**config.mk**
```make
export PLATFORM = sky130hd
export DESIGN_NAME = rdpl_queue
export DESIGN_NICKNAME = d
export VERILOG_FILES = /design/src/hdl/rdpl_pkg.sv /design/src/hdl/rdpl_queue.sv
export SDC_FILE = /design/constraint.sdc
export NUM_CORES = 1
export LEC_CHECK = 0
export BUFFER_PORTS_ARGS = -buffer_cell sky130_fd_sc_hd__buf_2
export CORE_ASPECT_RATIO = 0.9
export CORE_MARGIN = 2
export CORE_UTILIZATION = 56
export CTS_CLUSTER_SIZE = 24
export DETAILED_ROUTE_END_ITERATION = 8
export GPL_ROUTABILITY_DRIVEN = 0
export GPL_TIMING_DRIVEN = 0
export PLACE_DENSITY = 0.78
export SETUP_SLACK_MARGIN = 0.2
export SYNTH_ARGS = -nofsm -noshare
export SYNTH_HDL_FRONTEND = slang
export SYNTH_SLANG_ARGS = --single-unit
```
**constraint.sdc**
```tcl
create_clock -name clk -period 2.5 [get_ports clk]
set_clock_uncertainty 0.15 [all_clocks]
set_input_delay 0.25 -clock clk [delete_from_list [all_inputs] [get_ports clk]]
set_output_delay 0.25 -clock clk [all_outputs]
set_load 0.1 [all_outputs]
```
**src/hdl/rdpl_pkg.sv**
```systemverilog
// ----------------------------------------------------------------------------
// rdpl_pkg
// Shared types and constants for the raw difference, prediction and
// linearization unit.
// ----------------------------------------------------------------------------
`default_nettype none

package rdpl_pkg;

  // Curve store geometry.
  localparam int SAMPLE_BITS = 14;
  localparam int CURVE_DEPTH = 1 << SAMPLE_BITS;

  // Work queue between the front and back parts.
  localparam int QUEUE_DEPTH = 4;
  localparam int QUEUE_PTR_W = $clog2(QUEUE_DEPTH);
  localparam int QUEUE_CNT_W = $clog2(QUEUE_DEPTH + 1);

  // Configuration port.
  localparam int CFG_INDEX_W = 3;
  localparam int CFG_DATA_W  = 16;

  typedef logic [SAMPLE_BITS-1:0] curve_addr_t;

  typedef enum logic [CFG_INDEX_W-1:0] {
    CFG_ROW_WIDTH   = 3'd0,
    CFG_VERT_EE     = 3'd1,
    CFG_VERT_EO     = 3'd2,
    CFG_VERT_OE     = 3'd3,
    CFG_VERT_OO     = 3'd4,
    CFG_VALUE_LIMIT = 3'd5
  } cfg_reg_t;

  typedef enum logic {
    REQ_LOAD   = 1'b0,
    REQ_SAMPLE = 1'b1
  } req_kind_t;

  // One unit of work handed from the front to the back part.
  typedef struct packed {
    req_kind_t   kind;
    curve_addr_t addr;
    logic [15:0] value;
    logic        err;
    logic        eor;
  } work_t;

endpackage

`default_nettype wire

```
**src/hdl/rdpl_queue.sv**
```systemverilog
// ----------------------------------------------------------------------------
// rdpl_queue
// Short first-in first-out queue of work between the front and back parts.
// ----------------------------------------------------------------------------
`default_nettype none

module rdpl_queue (
  input  wire logic             clk,
  input  wire logic             rst,
  input  wire logic             push,
  input  wire rdpl_pkg::work_t  push_work,
  output logic                  full,
  output logic                  head_valid,
  output rdpl_pkg::work_t       head_work,
  input  wire logic             pop
);

  rdpl_pkg::work_t                    slots [rdpl_pkg::QUEUE_DEPTH];
  logic [rdpl_pkg::QUEUE_PTR_W-1:0]   wr_ptr;
  logic [rdpl_pkg::QUEUE_PTR_W-1:0]   rd_ptr;
  logic [rdpl_pkg::QUEUE_CNT_W-1:0]   count;

  assign full       = (count == rdpl_pkg::QUEUE_CNT_W'(rdpl_pkg::QUEUE_DEPTH));
  assign head_valid = (count != '0);
  assign head_work  = slots[rd_ptr];

  always_ff @(posedge clk) begin
    if (push) begin
      slots[wr_ptr] <= push_work;
    end
  end

  always_ff @(posedge clk) begin
    if (rst) begin
      wr_ptr <= '0;
      rd_ptr <= '0;
      count  <= '0;
    end else begin
      if (push) begin
        wr_ptr <= wr_ptr + rdpl_pkg::QUEUE_PTR_W'(1);
      end
      if (pop) begin
        rd_ptr <= rd_ptr + rdpl_pkg::QUEUE_PTR_W'(1);
      end
      if (push && !pop) begin
        count <= count + rdpl_pkg::QUEUE_CNT_W'(1);
      end else if (pop && !push) begin
        count <= count - rdpl_pkg::QUEUE_CNT_W'(1);
      end
    end
  end

  a_no_overflow: assert property (@(posedge clk) disable iff (rst)
    full |-> !push)
    else $error("work pushed into a full queue");

endmodule

`default_nettype wire

```
# --- Word level (Yosys, flattened, before mapping) ---
# Memories as Yosys holds them, arrays and structs flattened. A register that Yosys moved wholly into a read port is not among the register bits.
# Cells that the tools add are included.
op_classes:
  n_eq_ne: 1
  n_reduce_logical: 6
  addsub: 4
  mux: 6
ops:
  columns: ["op", "count"]
  rows:
  - ["3-bit 2-to-1 mux", 2]
  - ["2-bit by 1-bit adder with 2-bit output (second input constant)", 2]
  - ["2-bit 2-to-1 mux", 2]
  - ["3-bit by 1-bit adder with 3-bit output (second input constant)", 1]
  - ["3-bit == test (second input constant)", 1]
  - ["3-bit nonzero test", 1]
  - ["3-bit by 1-bit subtractor with 3-bit output (second input constant)", 1]
  - ["1-bit logical AND", 2]
  - ["1-bit logical NOT", 2]
  - ["1-bit 2-to-1 mux", 2]
  - ["2-bit nonzero test", 1]
word_totals:
  n_memories: 1
  in_bits: 37
  regBits: 7
  mem_bits_rw: 132
mem_list:
  columns: ["name", "depth", "word_bits", "read_ports", "rd_clocked_by_memory_dff", "wr", "line", "text"]
  rows:
  - ["slots", 4, 33, 1, 1, 1, "rdpl_queue.sv:18", "rdpl_pkg::work_t slots [rdpl_pkg::QUEUE_DEPTH];"]

# --- Longest topological paths before layout ---
# Gate-level depths: netlist (run 1).
logic_depth:
  depth_word: 4
  mapped_depth: 7

# --- Worst setup path before layout (run 1) ---
# No wires, ideal clock.
synth_timing:
  kind: "reg-to-output"
  from: "reg count[0] (netlist name)"
  to: "out full"
  path_stages_with_launch: 2
  path_buffers: 0
  path_slack_ns: -0.447
  t_required_ns: 2.100
  arrival_ns: 2.547
  cell_sequence: "dfxtp_1 -> nor3b_1"
synth_via:
  elab_chain_cells: 1
synth_lines:
  columns: ["element", "line", "text"]
  rows:
  - ["from (decl)", "rdpl_queue.sv:21", "logic [rdpl_pkg::QUEUE_CNT_W-1:0] count;"]
  - ["from (signal assigned)", "rdpl_queue.sv:46", "count <= count + rdpl_pkg::QUEUE_CNT_W'(1);"]
  - ["from (signal assigned)", "rdpl_queue.sv:48", "count <= count - rdpl_pkg::QUEUE_CNT_W'(1);"]
  - ["3-bit == test", "rdpl_queue.sv:23", "assign full = (count == rdpl_pkg::QUEUE_CNT_W'(rdpl_pkg::QUEUE_DEPTH));"]
  - ["to (decl)", "rdpl_queue.sv:12", "output logic full,"]
# No other way between the ends.

==> summary by stage, run 1 <==
STA
The number of slew-limit violations in the final report is 0. Setup violations remaining at the end of the flow were counted as 0. The transition time of the tightest slew-check pin is 0.906 ns. The part of the cycle the worst path needs is 92.6%. Setup repair after global routing could not meet its margin everywhere. The worst slew margin relative to its limit is 39.6%. The worst path needs 2.31 ns of the cycle, external delays included.

Static timing analysis puts the maximum clock frequency at 432 MHz. The hold violation count in the final report is 0. Summed over all failing endpoints, the final setup total negative slack is 0 ns.

Worst setup path
STA classifies the critical path endpoint as an output port. The largest fanout on the critical path is 5. STA classifies the critical path startpoint as a flip-flop.

The worst reg-to-reg path cell count is 3. The worst register-to-register path begins at wr_ptr[0]. In this run the worst setup path terminates at head_work[31]. For the worst setup path, the data arrival time is 1.91 ns. In this run the register-to-register setup slack is 0.64 ns. STA puts the critical path data required time at 2.10 ns. The critical path in this run is classified as flip-flop to output port.

The endpoint of the worst-slack reg-to-reg timing path is slots[0][9].

Placement
After detailed placement, the design holds a cell count of 409. The final HPWL from detailed placement is 4820 µm. During placement, the flow inserted port buffers numbering 70.

Synthesis
The commonest cells after synthesis are sky130_fd_sc_hd__edfxtp_1 (132), sky130_fd_sc_hd__mux4_2 (30), sky130_fd_sc_hd__dfxtp_1 (9). The leading area contributor after synthesis is sky130_fd_sc_hd__edfxtp_1. The proportion of synthesized chip area in sequential cells is 79.1%. After synthesis, the share of flip-flops with an asynchronous set or reset is 0%. For this run, the leading register cell type out of synthesis is sky130_fd_sc_hd__edfxtp_1. The number of synthesized register bits is 141. During synthesis, Yosys emitted a total of 0 warnings.

The number of nets in the synthesized netlist is 260. The count of distinct cell types in the synthesized netlist is 21. The library cell with the highest instance count after synthesis is sky130_fd_sc_hd__edfxtp_1. The number of flops mapped to enable cells by yosys is 132. The average instance in the mapped netlist occupies 24.1 µm². Summed over its instances, the top area cell type makes up 75.7% of the synthesized netlist area. The combined area of all synthesized cells is 0.00524 mm². By area the synthesized netlist is led by sky130_fd_sc_hd__edfxtp_1 (76%), sky130_fd_sc_hd__mux4_2 (13%), sky130_fd_sc_hd__dfxtp_1 (3.4%). The cell count after synthesis is 217.

Power
The analysis attributes to cell leakage a power of 2.54 nW. For this design the ratio of total power to cell area is 966 mW/mm². The maximum vdd ir drop is 0.614 mV.

After layout, the design draws a total of 6.90 mW.

GRT
The first-pass GRT wire length is 14500 µm. The number of global-route vias before repair is 2713. The number of antenna violations at the first check in global routing is 0. The total grt overflow is 0. For this run, the total global-route usage over all layers was measured as 20.4%. The pin count of the biggest net entering global routing is 34.

Die
The number of top-level pins is 72. The area of the core is 0.00908 mm². The total die area is 0.0101 mm². Measured along the y axis, the die boundary spans 95.8 µm. The width of the die is 106 µm. The count of standard-cell rows is 33.

The initial core utilization is 57.7%.

Hold path
In this run the worst hold path is classified as input pin to flip-flop.

Cells and area
Leaving out filler cells and counting taps, the final layout contains 481. In the final layout, the share of cells above drive strength 1 is 41.2%. The total inserted antenna cells is 0. At the end of the flow, the number of nets in the layout was 390. Cells fill 78.6% of the core in the end. The signed area change from the synthesized netlist to the final layout is 36.3%.

Clocking
In this run the clock root is driven by a sky130_fd_sc_hd__clkbuf_8. The number of clock sinks seen by CTS is 141. The number of H-tree branching levels is 4.

The TritonCTS clock tree is done. The register clock-pin slew on the reported worst setup and hold paths is 0.06 ns. The TritonCTS buffer count is 17. After clock tree synthesis, the setup repair step added 0 buffers. The longest clock path from root to sink contains 2 buffers. At the later pin of the worst-skew pair, clock insertion delay measures 0.51 ns.

Drt
The routed length per instance is 20.1 µm. The final wirelength is 9680 µm. The remaining design rule violation count is 0. The count of nets left with antenna violations once routing finished came out at 0.

The via count normalized by instance count is 5.41. After the first detailed-routing iteration, the DRC count stood at 132. The first TritonRoute pass finished after 4 iterations. The number of vias after detailed routing is 2600.

Flow run
The tool flagged a number of max-cap violations equal to 0.

Outcome
The flow ran to the end, and the final reports show no timing, DRC or antenna violations.
sequential cells by signal, indices dropped and copies added (netlist names), named ones only:
register  cells
rd_ptr        2
slots       132
wr_ptr        2
count         3
where the power goes:
part | leakage (nW) | switching, mW | internal, mW | total, mW
logic | 0.939 | 0.933 | 0.447 | 1.38
registers | 1.29 | 0.0420 | 2.71 | 2.75
clock network | 0.316 | 0.943 | 1.83 | 2.77
total | 2.54 | 1.92 | 4.98 | 6.90
final cells by class:
| type | instances | area [µm²] |
|---|---|---|
| plain buffers | 9 | 111 |
| clock buffers | 18 | 418 |
| clock inverters | 13 | 240 |
| fillers | 485 | 1940 |
| inverters | 4 | 15.0 |
| multi-input cells | 63 | 996 |
| flip-flops and latches | 141 | 4150 |
| well taps | 122 | 153 |
| repair buffers | 111 | 1060 |
critical path, cell delays in order (launching register included):
cell and delay (ns):
sky130_fd_sc_hd__dfxtp_4 0.38, sky130_fd_sc_hd__buf_12 0.15, sky130_fd_sc_hd__buf_12 0.13, sky130_fd_sc_hd__mux4_2 0.55, sky130_fd_sc_hd__buf_12 0.19
timing repair:
item                                    CTS  global route
resized for setup                        68            16
gates cloned                              1             3
endpoints found under the setup margin   31            33
hold buffers                             37             0
endpoints found under the hold margin   141             0
per-stage QoR:
stage	worst slack, ns	hold slack [ns]	instance area [µm²]
6_report	0.186	0.337	7140
5_1_grt	0.122	0.324	7140
4_1_cts	0.152	0.309	7010
3_5_place_dp	0.545	0.316	5750
3_3_place_gp	0.0420	0.312	5750
2_1_floorplan	0.536	0.199	5240
kinds of logic after synthesis:
| kind of cell | after synthesis | share of synthesized area (%) |
|---|---|---|
| muxes | 35 | 14.8 |
| DFF | 141 | 79.1 |
| xor gates and xnor gates | 5 | 0.836 |
| AOI/OAI and AO/OA | 2 | 0.191 |
| adders and majority gates | 6 | 1.58 |
| buffers and inverters | 13 | 2.08 |
| and+or+nand+nor | 15 | 1.43 |
placed cells by master (no fill, tap or decap), types with 2 or more instances in the layout:
cell / n
sky130_fd_sc_hd__and2_2: 4
sky130_fd_sc_hd__dfxtp_1: 8
sky130_fd_sc_hd__clkinv_4: 5
sky130_fd_sc_hd__buf_4: 5
sky130_fd_sc_hd__or3_1: 2
sky130_fd_sc_hd__mux4_2: 30
sky130_fd_sc_hd__buf_12: 8
sky130_fd_sc_hd__xnor2_1: 2
sky130_fd_sc_hd__mux4_1: 3
sky130_fd_sc_hd__clkbuf_1: 2
sky130_fd_sc_hd__inv_1: 4
sky130_fd_sc_hd__mux2i_1: 2
sky130_fd_sc_hd__bufinv_16: 6
sky130_fd_sc_hd__edfxtp_1: 132
sky130_fd_sc_hd__nor2_1: 7
sky130_fd_sc_hd__buf_6: 26
sky130_fd_sc_hd__dlygate4sd3_1: 37
sky130_fd_sc_hd__clkbuf_16: 19
sky130_fd_sc_hd__buf_2: 37
sky130_fd_sc_hd__xor2_1: 3
sky130_fd_sc_hd__ha_1: 5
worst min-delay path by stage:
| stage | slack (ns) | cells past startpoint | start | end |
|---|---|---|---|---|
| 3_3_place_gp | 0.31 | 1 | push_work[15] | slots[0][15] |
| 2_1_floorplan | 0.20 | 0 | push_work[0] | slots[0][0] |
| 5_1_grt | 0.32 | 2 | push_work[14] | slots[1][14] |
| 4_1_cts | 0.31 | 2 | push_work[32] | slots[3][32] |
| 6_report | 0.34 | 2 | push_work[14] | slots[1][14] |
| 3_5_place_dp | 0.32 | 1 | push_work[24] | slots[0][24] |
layer usage:
| layer | vias up | share of wire, % | GRT usage [%] | routed length [µm] |
|---|---|---|---|---|
| met1 | 1322 | 43 | 26.7 | 4170 |
| li1 | 1158 | - | - | - |
| met5 | - | 0 | 0 | 0 |
| met3 | 11 | 6.3 | 7.18 | 607 |
| met4 | 0 | 0.82 | 6.36 | 79 |
| met2 | 109 | 50 | 33.1 | 4830 |
No activity file was read; power rests on OpenSTA's default activity.
==> inputs of run 2 (changes only) <==
--- a/config.mk
+++ b/config.mk
@@ -12,7 +12,7 @@
 export CTS_CLUSTER_SIZE = 24
 export DETAILED_ROUTE_END_ITERATION = 8
 export GPL_ROUTABILITY_DRIVEN = 0
-export GPL_TIMING_DRIVEN = 0
+export GPL_TIMING_DRIVEN = 1
 export PLACE_DENSITY = 0.78
 export SETUP_SLACK_MARGIN = 0.2
 export SYNTH_ARGS = -nofsm -noshare
==> summary by stage, run 2 (synthesized netlist as in run 1, its figures left out) <==
Outcome
The run finished with clean final reports.

GRT
The pin count of the biggest net entering global routing is 34. The total grt overflow is 0. The number of global-route vias before repair came to 2664. The first global-routing pass estimated 14300 µm of wire.

The number of antenna violations at the first check in global routing is 1. The total routing resource utilization after global routing is 20.0%.

Worst setup path
The kind of critical path is flip-flop to output port. The endpoint kind of the worst setup timing path is an output port. At the worst endpoint, the required time is 2.10 ns. Of all nets on the critical path, the largest fanout is 7. Data arrives at the worst endpoint at 1.92 ns.

The worst setup path is launched from a flip-flop.

Placement
Port buffering added 71 buffers. Timing analysis after detailed placement gives a worst setup slack of 0.513 ns. The final HPWL from detailed placement is 5040 µm.

Die
The die outline height is 95.8 µm. After floorplanning, the core was divided into 33 placement rows. The width of the die is 106 µm. In this run the standard cell core region covers 0.00908 mm². The die covers 0.0101 mm². The number of top-level pins is 72. The initial core utilization is 57.7%.

Clocking
The number of clock sinks seen by CTS is 141. The TritonCTS clock tree is done. The H-tree generated during clock tree synthesis spans 4 levels. The later pin in the worst-skew pair is clocked with a latency of 0.51 ns. The register clock-pin slew on the reported worst setup and hold paths is 0.06 ns. The root buffer cell chosen for the clock tree is sky130_fd_sc_hd__clkbuf_8. Counting along the longest clock path gives a buffer depth of 2. Buffers inserted during clock tree synthesis total 17.

STA
The post-route minimum period is 2.32 ns. The number of slew-limit violations in the final report was 0. The hold violation count in the final report is 0. The final sum of negative setup slack is 0 ns. Setup violations remaining at the end of the flow were counted as 0.

Setup repair after global routing could not meet its margin everywhere. The fmax is 431 MHz. Dividing the final minimum period by the clock period gives 92.8%.

The setup slack of the critical path after layout is 0.180 ns. The worst pin sits at a relative slew slack of 65.3%. For the pin with the worst max-slew slack, the measured transition is 0.521 ns.

Drt
Dividing the detail-routed via count by the number of cells gives 5.35. The routed length per instance is 20.3 µm. The remaining design rule violation count is 0.

For this block, the via count after detailed routing is 2578. The number of detailed-route iterations in the first pass is 4. The count of nets left with antenna violations once routing finished came out at 0.

In this run, the number of DRC markers left after iteration 0 of detailed routing was 190. The final wirelength is 9770 µm.

Power
The maximum vdd ir drop is 1.15 mV. The leakage power total is 2.50 nW. The power density relative to cell area is 952 mW/mm².

Cells and area
The number of flip-flops under the largest register name is 132. Relative to the synthesized area, the layout overhead comes to 34.7%. The top cell types in the final layout, fill and taps aside, are sky130_fd_sc_hd__edfxtp_1 (132), sky130_fd_sc_hd__buf_2 (39), sky130_fd_sc_hd__dlygate4sd3_1 (37). The largest registers in the layout are slots (132), count (3). The fraction of final layout cells with drive strength greater than 1 is 42.3%. The final net count is 389. The number of fill cells in the layout is 496. The most frequent standard cell in the layout excluding fill and tap cells is sky130_fd_sc_hd__edfxtp_1. Ranked by flip-flop count, first place goes to slots.

Hold path
The tightest min-delay check is of the input pin to flip-flop type.

Flow run
The max-cap violation count is 0.
run 2: routing by layer:
| metal | track usage, % | wire [µm] | part of all wire [%] |
|---|---|---|---|
| met5 | 0 | 0 | 0 |
| met3 | 7.24 | 487 | 5.0 |
| met1 | 26.1 | 4190 | 43 |
| met2 | 32.5 | 5030 | 51 |
| met4 | 5.70 | 55 | 0.56 |
run 2: through the flow:
step / util (%) / cells / hold WS, ns / instance area (µm²) / power, mW
after detailed placement: 63.4 / 408 / 0.320 / 5760 / 3.94
after CTS: 76.3 / 478 / 0.314 / 6930 / 6.69
final: 77.7 / 482 / 0.336 / 7060 / 6.72
after global routing: 77.7 / 482 / 0.315 / 7060 / 6.92
after global placement: 63.4 / 408 / 0.311 / 5760 / 3.93
after floorplan: - / 217 / 0.199 / 5240 / 3.75
run 2: final cells by class:
cell class | count | area [µm²] | area share, %
well taps | 122 | 153 | 2.16
inverters | 4 | 15.0 | 0.213
repair buffers | 119 | 1120 | 15.9
clock buffers | 17 | 414 | 5.87
diodes | 1 | 2.50 | 0.0355
flip-flops and latches | 141 | 4150 | 58.8
multi-input cells | 63 | 988 | 14.0
clock inverters | 15 | 211 | 3.00
run 2: worst paths after layout:
check	start	endpoint	slack, ns	cells after the start
max reg2reg	wr_ptr[0]	slots[0][17]	0.84	4
min	push_work[20]	slots[2][20]	0.34	2
min reg2reg	count[2]	count[2]	0.36	2
max	flip-flop	head_work[19]	0.18	2
run 2: where the power goes:
| group | switching (mW) | leakage (nW) | internal, mW |
|---|---|---|---|
| clock network | 0.966 | 0.299 | 1.64 |
| logic | 0.923 | 0.915 | 0.429 |
| registers | 0.0535 | 1.29 | 2.71 |
| total | 1.94 | 2.50 | 4.78 |
run 2: timing repair:
action / 4_1_cts / 5_1_grt
resized for setup: 56 / 23
hold buffers: 37 / 0
buffers inserted: 1 / 1
cloned: 0 / 2
hold endpoints to repair: 141 / 0
setup endpoints to repair: 32 / 31
run 2: worst max-delay path, cell delays in order, from the launching register on:
cell,delay [ns]
sky130_fd_sc_hd__dfxtp_4,0.47
sky130_fd_sc_hd__mux4_1,0.62
sky130_fd_sc_hd__buf_2,0.32
==> inputs of run 3 (changes only) <==
--- a/config.mk
+++ b/config.mk
@@ -6,7 +6,7 @@
 export NUM_CORES = 1
 export LEC_CHECK = 0
 export BUFFER_PORTS_ARGS = -buffer_cell sky130_fd_sc_hd__buf_2
-export CORE_ASPECT_RATIO = 0.9
+export CORE_ASPECT_RATIO = 0.5
 export CORE_MARGIN = 2
 export CORE_UTILIZATION = 56
 export CTS_CLUSTER_SIZE = 24
==> summary by stage, run 3 (synthesized netlist as in run 1, its figures left out) <==
Flow run
Max-cap violations in this run came to 0.

Cells and area
The number of flip-flops under the largest register name is 132. The most frequent standard cell in the layout excluding fill and tap cells is sky130_fd_sc_hd__edfxtp_1. The most flop-heavy register is slots.

The fraction of final layout cells with drive strength greater than 1 is 42.2%. The library cells used most frequently in the layout, excluding fill and tap cells, are sky130_fd_sc_hd__edfxtp_1 (132), sky130_fd_sc_hd__buf_2 (41), sky130_fd_sc_hd__dlygate4sd3_1 (35). 0 antenna diodes ended up in the layout. Once layout is complete, the utilization of the core stands at 75.9%.

After the last flow step, the layout net total stands at 388. Relative to the synthesized area, the layout overhead comes to 28.7%. After filler insertion, the fill cell instance count of the layout stands at 484. In the final layout, the registers with the most flip-flops are slots (132), count (3).

Die
For this configuration, the core starts out at a cell density of 58.9%. The die outline height is 72.4 µm. The width of the die is 141 µm.

The floorplan has 24 rows. 72 I/O pins were placed. The total die area is 0.0102 mm². The area of the core is 0.00889 mm².

Hold path
The kind of path behind the tightest hold check is input pin to flip-flop. Counting instances, the worst hold path has a depth of 3.

Placement
Summed over all nets, the half-perimeter wirelength after detailed placement is 5750 µm. In this run the tool buffered the top-level ports with 71 buffer cells.

Clocking
TritonCTS created 17 clock buffers. The number of clock sinks seen by CTS is 141. The TritonCTS clock tree is done. CTS placed an instance of sky130_fd_sc_hd__clkbuf_16 at the clock tree root. The H-tree was split into 4 levels.

The register clock-pin slew on the reported worst setup and hold paths is 0.06 ns. For the worst-skew pair, the clock arrives at the later sink with an insertion delay of 0.41 ns. The buffer levels on the longest clock path is 2.

Power
Summed over all nets, the switching power comes to 1.91 mW. Combinational logic is responsible for 19.6% of the overall power. The maximum vdd ir drop is 0.564 mV.

Registers are responsible for 43.6% of the overall power. Power spread over the standard cell area amounts to 937 mW/mm². The internal power component is 4.40 mW.

The clock power share is 36.9%. The leakage power total is 2.40 nW. The switching power as a share of total power is 30.3%.

GRT
The total routing resource utilization after global routing is 21.4%. The total grt overflow is 0. The pin count of the biggest net entering global routing is 21.

The first-pass GRT wire length is 15500 µm. The number of antenna violations at the first check in global routing came to 0. The number of global-route vias before repair is 2888.

Drt
The remaining design rule violation count is 0. The final layout contains routed wiring with a total length of 10000 µm. The first detailed-routing pass took 6 iterations.

The via count normalized by instance count is 5.56. The final antenna-violating net count is 0. The detailed router finished its first iteration with 329 violations. In the final routed layout, each cell accounts on average for 21.0 µm. The routed layout has 2642 vias.

STA
Setup repair after global routing could not meet its margin everywhere. The number of slew-limit violations in the final report is 0. The fmax is 436 MHz. The number of setup violations in the final report is 0.

Headroom to the max-slew limit came out at 67.6%. The transition time of the tightest slew-check pin is 0.490 ns. The final sum of negative setup slack is 0 ns. The hold violation count in the final report is 0. Counting I/O delays and the setup requirement, the final critical path takes 2.30 ns. The part of the cycle the worst path needs is 91.8%.

Worst setup path
The endpoint required time on the critical path is 2.10 ns. In this run the worst path has a maximum fanout of 20. The kind of critical path is flip-flop to output port. The worst register-to-register path has a depth of 4. The worst setup path is launched from a flip-flop. STA puts the critical path data arrival time at 1.90 ns.

The endpoint kind of the worst setup timing path is an output port.

Outcome
The flow ran to the end, and the final reports show no timing, DRC or antenna violations.
-- run 3: per-stage QoR --
stage	setup WS, ns	instance area (µm²)	hold slack [ns]	power, mW	instances
final	0.205	6740	0.0621	6.31	475
after detailed placement	0.606	5760	0.319	3.94	408
after floorplan	0.536	5240	0.199	3.75	217
after global placement	0.625	5760	0.307	3.92	408
after CTS	0.199	6680	0.0417	6.31	475
after global routing	0.136	6740	0.0791	6.50	475
-- run 3: power groups by stage --
| stage | clock network (mW) | logic (mW) | registers (mW) |
|---|---|---|---|
| 3_3_place_gp | 0 | 1.13 | 2.79 |
| 5_1_grt | 2.46 | 1.28 | 2.76 |
| 3_5_place_dp | 0 | 1.15 | 2.80 |
| 6_report | 2.33 | 1.24 | 2.75 |
| 4_1_cts | 2.36 | 1.20 | 2.75 |
| 2_1_floorplan | 0 | 0.966 | 2.78 |
-- run 3: final timing paths --
kind | from | to | slack (ns)
setup / recovery | flip-flop | head_work[29] | 0.20
hold / removal | push | wr_ptr[1] | 0.06
setup reg to reg | wr_ptr[0] | slots[2][9] | 0.72
hold reg to reg | count[2] | count[2] | 0.36
-- run 3: metal layers --
layer	GRT usage [%]	wire (µm)	vias to the layer above
met5	0	0	-
met4	10.3	217	0
met1	27.5	4160	1356
met2	34.4	5070	105
met3	6.53	547	18
li1	-	-	1163
-- run 3: timing repair --
item | 4_1_cts | 5_1_grt
resized for setup | 5 | 38
hold buffers | 35 | 0
endpoints found under the setup margin | 14 | 26
buffers inserted | 0 | 0
endpoints found under the hold margin | 141 | 0
-- run 3: final cells by class --
class | instances | area (µm²) | area share (%)
inverters | 4 | 15.0 | 0.223
clock buffers | 18 | 429 | 6.36
flip-flops and latches | 141 | 4150 | 61.5
multi-input cells | 63 | 996 | 14.8
clock inverters | 14 | 123 | 1.82
well taps | 117 | 146 | 2.17
repair buffers | 118 | 887 | 13.2
-- run 3: worst max-delay path: stages, from the launching register on --
cell and delay [ns]:
sky130_fd_sc_hd__dfxtp_2 0.36, sky130_fd_sc_hd__buf_12 0.21, sky130_fd_sc_hd__mux4_1 0.64, sky130_fd_sc_hd__buf_4 0.27
