**src/hdl/rdpl_pkg.sv**
```systemverilog
// ----------------------------------------------------------------------------
// rdpl_pkg
// Shared types and constants for the raw difference, prediction and
// linearization unit.
// ----------------------------------------------------------------------------
`default_nettype none

package rdpl_pkg;

  // Curve store geometry.
  localparam int SAMPLE_BITS = 14;
  localparam int CURVE_DEPTH = 1 << SAMPLE_BITS;

  // Work queue between the front and back parts.
  localparam int QUEUE_DEPTH = 4;
  localparam int QUEUE_PTR_W = $clog2(QUEUE_DEPTH);
  localparam int QUEUE_CNT_W = $clog2(QUEUE_DEPTH + 1);

  // Configuration port.
  localparam int CFG_INDEX_W = 3;
  localparam int CFG_DATA_W  = 16;

  typedef logic [SAMPLE_BITS-1:0] curve_addr_t;

  typedef enum logic [CFG_INDEX_W-1:0] {
    CFG_ROW_WIDTH   = 3'd0,
    CFG_VERT_EE     = 3'd1,
    CFG_VERT_EO     = 3'd2,
    CFG_VERT_OE     = 3'd3,
    CFG_VERT_OO     = 3'd4,
    CFG_VALUE_LIMIT = 3'd5
  } cfg_reg_t;

  typedef enum logic {
    REQ_LOAD   = 1'b0,
    REQ_SAMPLE = 1'b1
  } req_kind_t;

  // One unit of work handed from the front to the back part.
  typedef struct packed {
    req_kind_t   kind;
    curve_addr_t addr;
    logic [15:0] value;
    logic        err;
    logic        eor;
  } work_t;

endpackage

`default_nettype wire

```
**src/hdl/rdpl_front.sv**
```systemverilog
// ----------------------------------------------------------------------------
// rdpl_front
// Accepts requests, rebuilds differences, updates the predictors and the
// row position, and hands curve loads and lookups to the work queue.
// ----------------------------------------------------------------------------
`default_nettype none

module rdpl_front (
  input  wire logic                               clk,
  input  wire logic                               rst,
  input  wire logic                               cfg_wr_en,
  input  wire logic [rdpl_pkg::CFG_INDEX_W-1:0]   cfg_index,
  input  wire logic [rdpl_pkg::CFG_DATA_W-1:0]    cfg_data,
  input  wire logic                               in_accept,
  input  wire logic                               req_type,
  input  wire logic                               first_of_frame,
  input  wire logic [7:0]                         code_symbol,
  input  wire logic [14:0]                        extra_bits,
  input  wire logic [13:0]                        curve_index,
  input  wire logic [15:0]                        curve_value,
  output logic                                    push,
  output rdpl_pkg::work_t                         work
);

  logic [14:0] row_width;
  logic [15:0] vert_init [4];
  logic [14:0] value_limit;

  logic [15:0] vert_pred [4];
  logic [15:0] horz_pred [2];
  logic [13:0] col;
  logic        row_par;
  logic        sticky;

  logic [15:0] vert_pred_next [4];
  logic [15:0] horz_pred_next [2];
  logic [13:0] col_next;
  logic        row_par_next;
  logic        sticky_next;

  logic [15:0] vert_cur [4];
  logic [15:0] horz_cur [2];
  logic [13:0] col_cur;
  logic        par_cur;
  logic        sticky_cur;
  logic        restart;
  logic        is_sample;
  logic        is_vert;
  logic [1:0]  vidx;
  logic [15:0] diff;
  logic [15:0] vsum;
  logic [15:0] hsum;
  logic [15:0] pred;
  logic        err_now;
  logic [14:0] width_eff;
  logic [14:0] last_col;
  logic        eor;

  // Rebuilds the signed difference, kept modulo 2^16 since it only feeds
  // a 16-bit predictor add.
  function automatic logic [15:0] rebuild_diff(input logic [7:0]  sym,
                                               input logic [14:0] extra);
    logic [3:0]  len;
    logic [3:0]  shl;
    logic [3:0]  nbits;
    logic [14:0] mask;
    logic [14:0] bits;
    logic [31:0] t;
    logic [15:0] mag;
    logic [15:0] bias;
    len   = sym[3:0];
    shl   = sym[7:4];
    nbits = (shl <= len) ? (len - shl) : 4'd0;
    mask  = 15'((16'd1 << nbits) - 16'd1);
    bits  = extra & mask;
    t     = {16'd0, bits, 1'b1} << shl;
    mag   = t[16:1];
    bias  = (16'd1 << len) - {15'd0, (shl == 4'd0)};
    if (len == 4'd0) begin
      return 16'd0;
    end else if (!mag[len - 4'd1]) begin
      return mag - bias;
    end else begin
      return mag;
    end
  endfunction

  always_comb begin
    is_sample = (rdpl_pkg::req_kind_t'(req_type) == rdpl_pkg::REQ_SAMPLE);
    restart   = first_of_frame;

    for (int i = 0; i < 4; i++) begin
      vert_cur[i] = restart ? vert_init[i] : vert_pred[i];
    end
    for (int i = 0; i < 2; i++) begin
      horz_cur[i] = restart ? 16'd0 : horz_pred[i];
    end
    col_cur    = restart ? 14'd0 : col;
    par_cur    = restart ? 1'b0 : row_par;
    sticky_cur = restart ? 1'b0 : sticky;

    diff    = rebuild_diff(code_symbol, extra_bits);
    is_vert = (col_cur[13:1] == 13'd0);
    vidx    = {par_cur, col_cur[0]};
    vsum    = vert_cur[vidx] + diff;
    hsum    = horz_cur[col_cur[0]] + diff;
    pred    = is_vert ? vsum : hsum;

    err_now = (pred >= {1'b0, value_limit}) ||
              (17'(pred) >= 17'(rdpl_pkg::CURVE_DEPTH));

    if (row_width < 15'd2) begin
      width_eff = 15'd2;
    end else if (row_width > 15'd16384) begin
      width_eff = 15'd16384;
    end else begin
      width_eff = row_width;
    end
    last_col = width_eff - 15'd1;
    eor      = ({1'b0, col_cur} >= last_col);

    vert_pred_next = vert_cur;
    if (is_vert) begin
      vert_pred_next[vidx] = vsum;
    end
    horz_pred_next              = horz_cur;
    horz_pred_next[col_cur[0]]  = pred;
    col_next     = eor ? 14'd0 : (col_cur + 14'd1);
    row_par_next = eor ? ~par_cur : par_cur;
    sticky_next  = sticky_cur | err_now;
  end

  always_ff @(posedge clk) begin
    if (rst) begin
      row_width   <= 15'd4096;
      value_limit <= 15'd16384;
      for (int i = 0; i < 4; i++) begin
        vert_init[i] <= 16'd0;
        vert_pred[i] <= 16'd0;
      end
      horz_pred[0] <= 16'd0;
      horz_pred[1] <= 16'd0;
      col          <= 14'd0;
      row_par      <= 1'b0;
      sticky       <= 1'b0;
    end else begin
      if (cfg_wr_en) begin
        unique case (rdpl_pkg::cfg_reg_t'(cfg_index))
          rdpl_pkg::CFG_ROW_WIDTH:   row_width    <= cfg_data[14:0];
          rdpl_pkg::CFG_VERT_EE:     vert_init[0] <= cfg_data;
          rdpl_pkg::CFG_VERT_EO:     vert_init[1] <= cfg_data;
          rdpl_pkg::CFG_VERT_OE:     vert_init[2] <= cfg_data;
          rdpl_pkg::CFG_VERT_OO:     vert_init[3] <= cfg_data;
          rdpl_pkg::CFG_VALUE_LIMIT: value_limit  <= cfg_data[14:0];
          default: ;
        endcase
      end
      if (in_accept && is_sample) begin
        vert_pred <= vert_pred_next;
        horz_pred <= horz_pred_next;
        col       <= col_next;
        row_par   <= row_par_next;
        sticky    <= sticky_next;
      end
    end
  end

  always_comb begin
    push = in_accept;
    if (is_sample) begin
      work.kind  = rdpl_pkg::REQ_SAMPLE;
      work.addr  = pred[rdpl_pkg::SAMPLE_BITS-1:0];
      work.value = curve_value;
      work.err   = sticky_next;
      work.eor   = eor;
    end else begin
      work.kind  = rdpl_pkg::REQ_LOAD;
      work.addr  = rdpl_pkg::curve_addr_t'(curve_index);
      work.value = curve_value;
      work.err   = 1'b0;
      work.eor   = 1'b0;
    end
  end

endmodule

`default_nettype wire

```
**config.mk**
```make
export PLATFORM = sky130hd
export DESIGN_NAME = rdpl_front
export DESIGN_NICKNAME = d
export VERILOG_FILES = /design/src/hdl/rdpl_pkg.sv /design/src/hdl/rdpl_front.sv
export SDC_FILE = /design/constraint.sdc
export NUM_CORES = 1
export LEC_CHECK = 0
export ABC_AREA = 1
export BUFFER_PORTS_ARGS = -buffer_cell sky130_fd_sc_hd__buf_2
export CELL_PAD_IN_SITES_DETAIL_PLACEMENT = 0
export CELL_PAD_IN_SITES_GLOBAL_PLACEMENT = 1
export CORE_UTILIZATION = 40
export CTS_BUF_LIST = sky130_fd_sc_hd__clkbuf_4 sky130_fd_sc_hd__clkbuf_8 sky130_fd_sc_hd__clkbuf_16
export DETAILED_ROUTE_END_ITERATION = 12
export PLACE_DENSITY = 0.73
export SLEW_MARGIN = 20
export SYNTH_ARGS = -nofsm -noshare
export SYNTH_HDL_FRONTEND = slang
export SYNTH_SLANG_ARGS = --single-unit
```
**constraint.sdc**
```tcl
create_clock -name clk -period 17.9 [get_ports clk]
set_clock_uncertainty 0.2 [all_clocks]
set_input_delay 1.79 -clock clk [delete_from_list [all_inputs] [get_ports clk]]
set_output_delay 1.79 -clock clk [all_outputs]
set_load 0.02 [all_outputs]
```
-- Word-level counts from Yosys, hierarchy flattened
Memories as Yosys holds them, arrays and structs flattened.
Index checks and enable logic that the tools add are counted.
- bitwise operators: 9
- shift-type cells: 3
- magnitude comparators: 11
- multiplexer cells: 55
- equality and inequality tests: 5
- reduce and logical (&&, ||, !) cells: 10
- add/subtract/negate cells: 9
- operator list (kind ; count):
    2-to-1 mux 16 bit ; 20
    bitwise mux 64 bit ; 1
    2-to-1 mux 64 bit ; 1
    2-to-1 mux 33 bit ; 1
    adder 16 bit ; 2
    binary-select mux 16 bit (select 2 bit) ; 1
    bitwise mux 32 bit ; 1
    demux 16 bit (select 2 bit) ; 1
    2-to-1 mux 15 bit ; 2
    subtractor 15 x 1 -> 15 bit, second input constant ; 2
    2-to-1 mux 14 bit ; 2
    2-to-1 mux 1 bit ; 22
    left shift 16 x 4 -> 17 bit ; 1
    demux 16 bit (select 1 bit) ; 1
    >= comparator 16 x 15 -> 1 bit ; 1
    >= comparator 16 x 15 -> 1 bit, second input constant ; 1
    left shift 1 x 4 -> 16 bit, first input constant ; 1
    subtractor 16 x 1 -> 16 bit ; 1
    subtractor 16 bit ; 1
    AND 15 bit ; 1
    >= comparator 14 x 15 -> 1 bit ; 1
    > comparator 15 bit, second input constant ; 1
    < comparator 15 x 2 -> 1 bit, second input constant ; 1
    left shift 1 x 4 -> 15 bit, first input constant ; 1
    other kinds (24) ; 34
- RAM bits: 64
- memories kept: 1
- word-level logic and storage cells: 114
- output and inout port bits: 34
- input port bits: 78
- register bits after elaboration: 142
- memory list (memory ; depth ; width ; rd ports ; clocked after memory_dff ; wr ports ; RTL line ; source):
    vert_init ; 4 ; 16 ; 4 ; 0 ; 4 ; rdpl_front.sv:26 ; logic [15:0] vert_init [4];

-- Depth between registers and ports, before layout
Gate-level depths: netlist of the first run.
- word-level depth: 16
- gate-level depth with buffers: 61
- gate-level depth less buffers: 60

-- Worst setup path before layout of the first run
Ideal clock, no wire load.
- kind: input-to-output
- start point: input port code_symbol[5]
- end point: output port work[1] in the netlist's numbering
- data required time: 15.910 ns
- arrival time: 8.895 ns
- stages on the path: 48
- setup slack: 7.015 ns
- buffers on the path: 3
- cells stage by stage: clkbuf_1 -> clkinv_1 -> buf_2 -> fa_1 -> inv_2 -> nand2_1 -> o21ai_1 -> nand2_1 -> ha_1 -> nand3_1 -> nand3_1 -> nand2_1 -> o21ai_1 -> or2_1 -> nand3_2 -> nand2_2 -> nor2_4 -> o21a_1 -> (+12 left out) -> o21ai_0 -> a21oi_1 -> o21bai_1 -> nand2_1 -> nand2_1 -> a21oi_1 -> inv_1 -> xor2_1 -> o21ai_2 -> ha_1 -> a21o_1 -> a21oi_1 -> o21ai_0 -> nand3_1 -> nand2_1 -> a221o_1 -> a21oi_2 -> a21oi_1
- RTL lines (item ; RTL line ; source):
    start: declaration ; rdpl_front.sv:17 ; input wire logic [7:0] code_symbol,
    end: declaration ; rdpl_front.sv:22 ; output rdpl_pkg::work_t work

==> summary.md, run 1 <==
| Metric | Value |
|---|---|
| Wire length on met1 | `21900 um` |
| Worst-margin pin slew | `1090 ps` |
| Initial Util | `40.6%` |
| GRT Residual Overflow | `0` |
| Port bufs | `79` |
| Cell Area, Synth | `15300 um2` |
| Layout area overhead | `10.3%` |
| Max Used Layer | `met4` |
| Critical path class | `in -> out` |
| Chip width | `198 um` |
| CP top delay family | `simple AND/OR/NAND/NOR gates` |
| Max Cap Violations | `0` |
| Ys flop type | `dfxtp_1` |
| Setup TNS | `0 ps` |
| Mapped Nets | `2333` |
| ANT cells | `0` |
| CP max stage cell | `fa_1` |
| Clock slew at reported path FFs | `60 ps` |
| Post-CTS setup buffer count | `0` |
| Dpl ws | `5320 ps` |
| Critical path's most frequent cell | `nand3_1` |
| Post-DP HPWL | `34800 um` |
| GRT Total Usage | `25.2%` |
| Max-slew headroom | `27.1%` |
| Layout cell share with drive strength beyond 1 | `11.6%` |
| Mapped Cells | `2154` |
| Ys async rst share | `0%` |
| PD cells | `107 nW/um2` |
| Hold Vio Cnt, Final | `0` |
| Wirelength per Cell | `18.2 um` |
| Vias in the first global route | `13400` |
| VDD IR max | `0.0696 mV` |
| RSZ-0062 raised after global routing | `no` |
| Inst Count DP | `2644` |
| Synth unique cells | `62` |
| Worst-Skew Late Latency | `560 ps` |
| Clock Path Buffers | `3` |
| Synth top area share | `18.6%` |
| # DRC | `0` |
| Final setup fails | `0` |
| Vias/cell | `5.37` |
| Nets | `2339` |
| CTS Buf Count | `25` |
| Max Fclk | `78.6 MHz` |
| Min Hold Slack | `262 ps` |
| Warnings, synthesis | `0` |
| Row count | `71` |
| # clock sinks | `206` |
| Fin crit period | `12730 ps` |
| Number of fill cells in the layout | `3910` |
| Largest cells by area after synthesis | `dfxtp_1 (19%), edfxtp_1 (13%), nand2_1 (9.7%)` |
| Gpl congestion | `0.915` |
| Cell with the most instances after synthesis | `nand2_1` |
| Post-Layout Cell Count | `2690` |
| Antenna viol nets, final | `0` |
| Initial antenna violation count | `0` |
| Number of synthesized flops with an enable pin | `64` |
| Post-synth top area cell | `dfxtp_1` |
| Max Transition Viols Final | `0` |
| First-pass DRT Iterations | `5` |
| CP startpoint kind | `input pin` |
| Metal2 WL | `23100 um` |
| CTS tree | `done` |
| Hold_buf cts | `0` |
| Pwr Total | `1.80 mW` |
| #FFs+latches synth | `206` |
| CP max stage delay | `670 ps` |
| Die area | `39100 um2` |
| Core box area | `37700 um2` |
| List of most frequent post-synthesis cells | `nand2_1 (394), inv_1 (245), a21oi_1 (217)` |
| Initial DRC count | `1142` |
| Worst EP arrival | `10740 ps` |
| H-tree Lvls | `1` |
| Largest fanout on the critical path | `20` |
| CP Buf/Inv Count | `8` |
| Post-cts resize count | `0` |
| Leak pwr | `7.79 nW` |
| Worst Setup End Kind | `output pin` |
| Sequential area share after synthesis | `31.1%` |
| Avg Inst Size Synth | `7.11 um2` |
| Largest net degree at the start of global routing | `105` |
| Worst EP required | `15910 ps` |
| IO Count | `112` |
| Routed WL | `49100 um` |
| Global-route wire length before repair | `75900 um` |
| Tcrit/Tclk final | `71.1%` |
| DR vias | `14400` |
| Worst setup margin | `5170 ps` |
| Die H | `198 um` |
| Routed wl met3 | `2980 um` |
| Root Driver | `clkbuf_16` |
| Status | `completed` |
| Hold WC Path Type | `reg -> reg` |
path summary, 6_finish.rpt:
kind / cells past startpoint / to / start / slack [ps]
worst max-delay path: 50 / work[1] / code_symbol[5] / 5170
worst min-delay path: 2 / vert_pred[8] / vert_pred[8] / 260
worst max register to register: 33 / sticky / col[0] / 11080
worst min register to register: 2 / vert_pred[8] / vert_pred[8] / 260
cell usage in the layout, fill, tap and decap left out, drive strengths merged, types with 4 or more instances in the layout:
cell	n
edfxtp	64
nand4	24
mux2i	40
nand3	162
o21ai	189
nor3	7
a211oi	15
inv	257
nand3b	6
clkbuf	36
a21o	4
o21bai	8
nand2	425
ha	97
o2111ai	10
xnor2	23
clkinv	16
a221oi	10
buf	101
nor2	195
nor4	6
xor2	29
a31oi	7
o22ai	7
dfxtp	142
or2	11
a21oi	222
o211ai	38
fa	4
o31ai	4
stage by stage:
step,utilization [%],instance area [um2]
2_1_floorplan,-,15300
3_3_place_gp,42.5,16000
3_5_place_dp,42.5,16000
4_1_cts,44.8,16900
5_1_grt,44.8,16900
6_report,44.8,16900
area by class of cell:
type | count | area [um2] | share of cell area (%)
Timing Repair Buffer | 101 | 567 | 3.36
Clock buffer | 36 | 752 | 4.45
Inverter | 265 | 995 | 5.89
Multi-Input combinational cell | 1561 | 9050 | 53.6
Sequential cell | 206 | 4760 | 28.2
Tap cell | 511 | 639 | 3.79
Clock inverter | 10 | 118 | 0.697
worst reg2reg max path, delay by kind of cell (launching register included):
kind / cells / cell delay (ps)
AO/OA/AOI/OAI: 13 / 2200
buffers and inverters: 7 / 1810
AND/OR/NAND/NOR: 9 / 960
adder cells (fa/ha/maj): 3 / 920
XOR/XNOR: 1 / 340
flip-flops: 1 / 310
cell families after synthesis:
group	Yosys count	share of synthesized area, %
buf+inv	387	10.0
mux	40	2.61
flops	206	31.1
simple gates	838	24.8
xor+xnor	52	3.20
fa+ha+maj	101	8.45
compound gates	530	19.8
layer usage:
metal / vias up / GRT usage [%]
met1: 6693 / 33.8
met2: 428 / 42.7
li1: 7257 / -
met5: - / 0
met4: 0 / 6.52
met3: 64 / 2.87
sequential cells by signal, indices dropped and copies added (netlist names):
name and cells:
vert_init 64, vert_pred 64, horz_pred 32, row_width 15
value_limit 15, col 14, row_par 1, sticky 1
report_power, final:
| group | total, mW | leakage [nW] | switching [mW] | internal, mW |
|---|---|---|---|---|
| Sequential | 0.524 | 1.78 | 0.0127 | 0.511 |
| Combinational | 0.745 | 5.57 | 0.509 | 0.236 |
| Clock | 0.531 | 0.441 | 0.209 | 0.322 |
| Total | 1.80 | 7.79 | 0.731 | 1.07 |
Power figures use the tool's default switching activity.
==> inputs of run 2 (changes only) <==
Settings changed: PLACE_DENSITY 0.73 to 0.75.
Clock period 17.9 ns to 10.7 ns, I/O delays scaled along.
==> run 2 against run 1 <==
  * Critical endpoint unchanged
  * Register-to-register slack worse by 6800 ps
  * Via count is 0.95% higher
  * Sequential power rose by 67%
  * Die area is the same
  * Hold slack better by 2.1 ps
  * Largest power group unchanged
  * Final cell count increased by 0.37%
  * Non-clock buffer count is 14 higher
==> summary.md, run 2 (synthesized netlist as in run 1, its figures left out) <==
| Metric | Value |
|---|---|
| Status | `completed` |
| Max Fclk | `99.5 MHz` |
| Worst-Skew Late Latency | `550 ps` |
| Combinational share of power | `42.7%` |
| Max Transition Viols Final | `0` |
| Number of fill cells in the layout | `3925` |
| Antenna viol nets, final | `0` |
| Placed cell area | `16100 um2` |
| Initial Util | `40.6%` |
| Worst-margin pin slew | `1130 ps` |
| Layout cell share with drive strength beyond 1 | `12.3%` |
| Vias in the first global route | `13600` |
| CP startpoint kind | `input pin` |
| Core box area | `37700 um2` |
| GRT Total Usage | `25.4%` |
| Hold Vio Cnt, Final | `0` |
| Routed WL | `50000 um` |
| CTS Buf Count | `23` |
| # clock sinks | `206` |
| Die H | `198 um` |
| Clock Path Buffers | `3` |
| Leak pwr | `7.84 nW` |
| Largest fanout on the critical path | `12` |
| CP top delay family | `compound AO/OA/AOI/OAI gates` |
| Worst EP required | `9430 ps` |
| Final setup fails | `0` |
| Critical path class | `in -> out` |
| CP Buf/Inv Count | `7` |
| Tcrit/Tclk final | `94.0%` |
| Inst Count DP | `2656` |
| First-pass DRT Iterations | `6` |
| Vias/cell | `5.40` |
| Critical path's most frequent cell | `nand2_1` |
| Hold WC Path Type | `reg -> reg` |
| Commonest non-fill, non-tap cells in the layout | `nand2_1 (393), inv_1 (243), a21oi_1 (214), nor2_1 (184), o21ai_0 (158)` |
| Worst setup margin | `645 ps` |
| Dpl ws | `369 ps` |
| Area of the multi-input gates | `9090 um2` |
| Clock power share | `28.9%` |
| Part of the power in registers | `28.4%` |
| P_int | `1.83 mW` |
| Min Hold Slack | `264 ps` |
| Final instance area | `17000 um2` |
| Wirelength per Cell | `18.5 um` |
| Port bufs | `79` |
| Nets | `2351` |
| Worst Setup End Kind | `output pin` |
| Fin crit period | `10050 ps` |
| Row count | `71` |
| Chip width | `198 um` |
| GRT Residual Overflow | `0` |
| CTS tree | `done` |
| CP max stage cell | `fa_1` |
| Gpl congestion | `0.892` |
| H-tree Lvls | `1` |
| Clock slew at reported path FFs | `60 ps` |
| PD cells | `181 nW/um2` |
| Largest registers | `vert_init: 64 flops, vert_pred: 64 flops, horz_pred: 32 flops` |
| Register Area | `4760 um2` |
| ANT cells | `0` |
| Sw frac | `40.7%` |
| DR vias | `14600` |
| VDD IR max | `0.142 mV` |
| # DRC | `0` |
| Initial antenna violation count | `0` |
| CP max stage delay | `470 ps` |
| Max-slew headroom | `24.3%` |
| Die area | `39100 um2` |
| Global-route wire length before repair | `77300 um` |
| Psw | `1.25 mW` |
| Commonest non-fill, non-tap cell in the layout | `nand2_1` |
| Max Cap Violations | `0` |
| IO Count | `112` |
| Initial DRC count | `984` |
| Post-Layout Cell Count | `2700` |
| Layout area overhead | `11.1%` |
| Worst EP arrival | `8780 ps` |
| Largest net degree at the start of global routing | `93` |
| Post-DP HPWL | `34700 um` |
| Root Driver | `clkbuf_16` |
-- run 2: through the flow --
stage          utilization, %  TNS (ps)  total power [mW]
6_report                 45.2         0              3.08
4_1_cts                  45.0         0              3.07
3_3_place_gp             42.7         0              2.16
5_1_grt                  45.2     -9.70              3.27
3_5_place_dp             42.7         0              2.17
2_1_floorplan               -         0              1.77
-- run 2: area by class of cell --
type / count / share of cell area [%]
Timing Repair Buffer: 115 / 3.94
Sequential cell: 206 / 28.0
Inverter: 265 / 5.86
Clock inverter: 11 / 1.04
Multi-Input combinational cell: 1561 / 53.4
Clock buffer: 31 / 3.96
Tap cell: 511 / 3.76
-- run 2: worst min-delay path: stages, from the launching register on --
cell     delay [ps]
dfxtp_1         310
nand2_1          60
a21oi_1          50
-- run 2: routing by layer --
layer	GRT usage, %	up-vias	routed length (um)
met4	6.49	0	1180
li1	-	7287	-
met1	33.7	6831	22300
met5	0	-	0
met3	2.73	63	2720
met2	43.6	398	23800
-- run 2: path summary, 6_finish.rpt --
| kind | startpoint | to | slack [ps] | cells past startpoint |
|---|---|---|---|---|
| hold reg to reg | vert_pred[23] | vert_pred[23] | 260 | 2 |
| hold / removal | vert_pred[23] | vert_pred[23] | 260 | 2 |
| setup reg to reg | col[0] | sticky | 4240 | 29 |
| setup / recovery | code_symbol[0] | work[1] | 650 | 48 |
-- run 2: what timing repair did --
| item | CTS | global route |
|---|---|---|
| hold buffers | 0 | 0 |
| buffers inserted | 0 | 2 |
| endpoints found under the hold margin | 0 | 0 |
| endpoints found under the setup margin | 0 | 1 |
| resized for setup | 0 | 23 |
-- run 2: power by group through the flow --
stage	Sequential [mW]	Clock, mW	Combinational, mW
2_1_floorplan	0.887	0	0.887
3_3_place_gp	0.891	0	1.27
3_5_place_dp	0.893	0	1.28
4_1_cts	0.876	0.909	1.28
5_1_grt	0.881	0.932	1.46
6_report	0.876	0.891	1.32
==> inputs of run 3 (changes only) <==
Settings changed: CAP_MARGIN set to 20, CORE_UTILIZATION 40 to 41, PLACE_DENSITY 0.75 to 0.77, RECOVER_POWER set to 100.
==> run 3 against run 2 <==
  * The run now ends with max-capacitance violations, max-slew violations left
  * Fmax shrank 0.97%
  * Highest routed layer unchanged
  * Wire length is 1.9% lower
  * Die area down 2.4%
  * Critical path depth stayed put
  * Sequential share of layout area is 0.50 points higher
  * Final cell count down 1.6%
  * Total power is 5.1% lower
  * Critical endpoint unchanged
  * Critical path type unchanged
  * First-iteration DRC count is 1.0% lower
==> summary.md, run 3 (synthesized netlist as in run 1, its figures left out) <==
| Metric | Value |
|---|---|
| Internal reg-to-reg setup slack | `3720 ps` |
| IO Count | `112` |
| Nets | `2352` |
| Layout area overhead | `9.20%` |
| Vias in the first global route | `13800` |
| Tcrit/Tclk final | `94.9%` |
| Global-route wire length before repair | `75700 um` |
| Critical path's most frequent cell | `nand2_1` |
| Hold Startpoint | `vert_pred[41]` |
| Worst setup margin | `547 ps` |
| Hold WC Path Type | `reg -> reg` |
| Largest fanout on the critical path | `12` |
| Initial Util | `41.7%` |
| ANT cells | `0` |
| Max Cap Violations | `2` |
| Global route hottest layer | `met2` |
| Max Fclk | `98.5 MHz` |
| Chip width | `195 um` |
| Leak pwr | `7.69 nW` |
| VDD IR max | `0.125 mV` |
| First-pass DRT Iterations | `9` |
| Gpl congestion | `0.916` |
| Hold Vio Cnt, Final | `0` |
| Max-slew headroom | `-128%` |
| Global routing usage on met2 | `42.3%` |
| Critical path class | `in -> out` |
| GRT Residual Overflow | `0` |
| DR vias | `14600` |
| Pwr Total | `2.93 mW` |
| RR Endpoint | `sticky` |
| Worst EP required | `9430 ps` |
| Register Area | `4760 um2` |
| Antenna viol nets, final | `0` |
| Grt met3 use | `4.47%` |
| Row count | `70` |
| Wirelength per Cell | `18.5 um` |
| Violations in the final reports | `max-capacitance violations, max-slew violations` |
| CP max stage delay | `470 ps` |
| Worst-Skew Late Latency | `540 ps` |
| GRT Total Usage | `25.3%` |
| Final instance area | `16700 um2` |
| Worst Setup End Kind | `output pin` |
| Min Hold Slack | `265 ps` |
| Dpl ws | `439 ps` |
| Met1 Use GR | `32.2%` |
| Largest net degree at the start of global routing | `97` |
| Layout cell share with drive strength beyond 1 | `10.1%` |
| CTS Buf Count | `23` |
| # clock sinks | `206` |
| CP max stage cell | `fa_1` |
| Largest registers | `vert_init: 64 flops, vert_pred: 64 flops, horz_pred: 32 flops` |
| Inst Count DP | `2612` |
| PD cells | `175 nW/um2` |
| Final setup fails | `0` |
| RSZ-0062 raised after global routing | `no` |
| Port bufs | `79` |
| Commonest non-fill, non-tap cells in the layout | `nand2_1 (397), inv_1 (244), a21oi_1 (218), nor2_1 (186), o21ai_0 (165)` |
| Worst EP arrival | `8880 ps` |
| Routed WL | `49100 um` |
| Clock slew at reported path FFs | `60 ps` |
| Max Transition Viols Final | `136` |
| CP Launch Point | `code_symbol[0]` |
| Initial DRC count | `974` |
| Number of cells on the worst reg-to-reg path | `32` |
| Worst-margin pin slew | `3420 ps` |
| H-tree Lvls | `1` |
| Fin crit period | `10150 ps` |
| Root Driver | `clkbuf_16` |
| Initial antenna violation count | `0` |
| # DRC | `0` |
| CP startpoint kind | `input pin` |
| Min-Delay Path Depth | `2` |
| FF-to-FF Start | `col[0]` |
| Worst setup path end | `work[1]` |
| Clock Path Buffers | `3` |
| Final core area utilization | `45.6%` |
| Commonest non-fill, non-tap cell in the layout | `nand2_1` |
| Status | `finished with violations` |
| Vias/cell | `5.51` |
| Area of the multi-input gates | `9030 um2` |
| Post-DP HPWL | `34500 um` |
| CTS tree | `done` |
| Core box area | `36700 um2` |
| Die area | `38100 um2` |
| Number of fill cells in the layout | `3794` |
| Setup TNS | `0 ps` |
| Placed cell area | `16000 um2` |
| Die H | `195 um` |
| Post-Layout Cell Count | `2657` |
run 3: cell count changes in the layout (fill, tap and decap cells not counted), moves of 3 or more:
cell | previous run | this run
a21oi_1 | 214 | 218
a21oi_2 | 8 | 4
buf_2 | 77 | 61
buf_4 | 37 | 22
bufinv_16 | 4 | 1
clkbuf_1 | 0 | 31
clkbuf_8 | 6 | 3
clkinv_1 | 10 | 15
nand2_1 | 393 | 397
nand2_2 | 24 | 20
o21ai_0 | 158 | 165
o21ai_1 | 24 | 18
run 3: worst min-delay path by stage:
stage,slack (ps),endpoint
after floorplan,240,vert_pred[10]
after global placement,250,vert_pred[37]
after detailed placement,250,vert_pred[54]
after CTS,260,vert_pred[54]
after global routing,290,vert_pred[43]
final,270,vert_pred[41]
run 3: layout make-up:
type                       count  share of cell area, %
clock buffer                  31                   3.91
clock inverter                10                  0.456
inverter                     265                   5.95
multi-input combinational   1561                   54.0
sequential                   206                   28.5
tap                          468                   3.50
timing repair buffer         116                   3.69
run 3: worst max-delay path, delay by kind of cell:
family          cells  cell delay [ps]
compound gates     17             2800
fa+ha+maj           7             2340
simple gates       15             1290
buf+inv             7              940
xor+xnor            2              430
run 3: timing repair:
item / in CTS / in global routing
hold buffers: 0 / 0
hold endpoints to repair: 0 / 0
resized for setup: 0 / 9
endpoints found under the setup margin: 0 / 1
setup buffers: 0 / 1
run 3: routing by layer:
| layer | up-vias | part of all wire [%] | wire (um) |
|---|---|---|---|
| met5 | - | 0 | 0 |
| met4 | 0 | 3.9 | 1920 |
| met3 | 102 | 6.9 | 3380 |
| met2 | 500 | 46 | 22800 |
| met1 | 6747 | 43 | 21000 |
| li1 | 7284 | - | - |
run 3: where the power goes:
group	internal, mW	leakage (nW)	switching, mW
Sequential	0.855	1.78	0.0215
Combinational	0.404	5.55	0.861
Clock	0.451	0.366	0.334
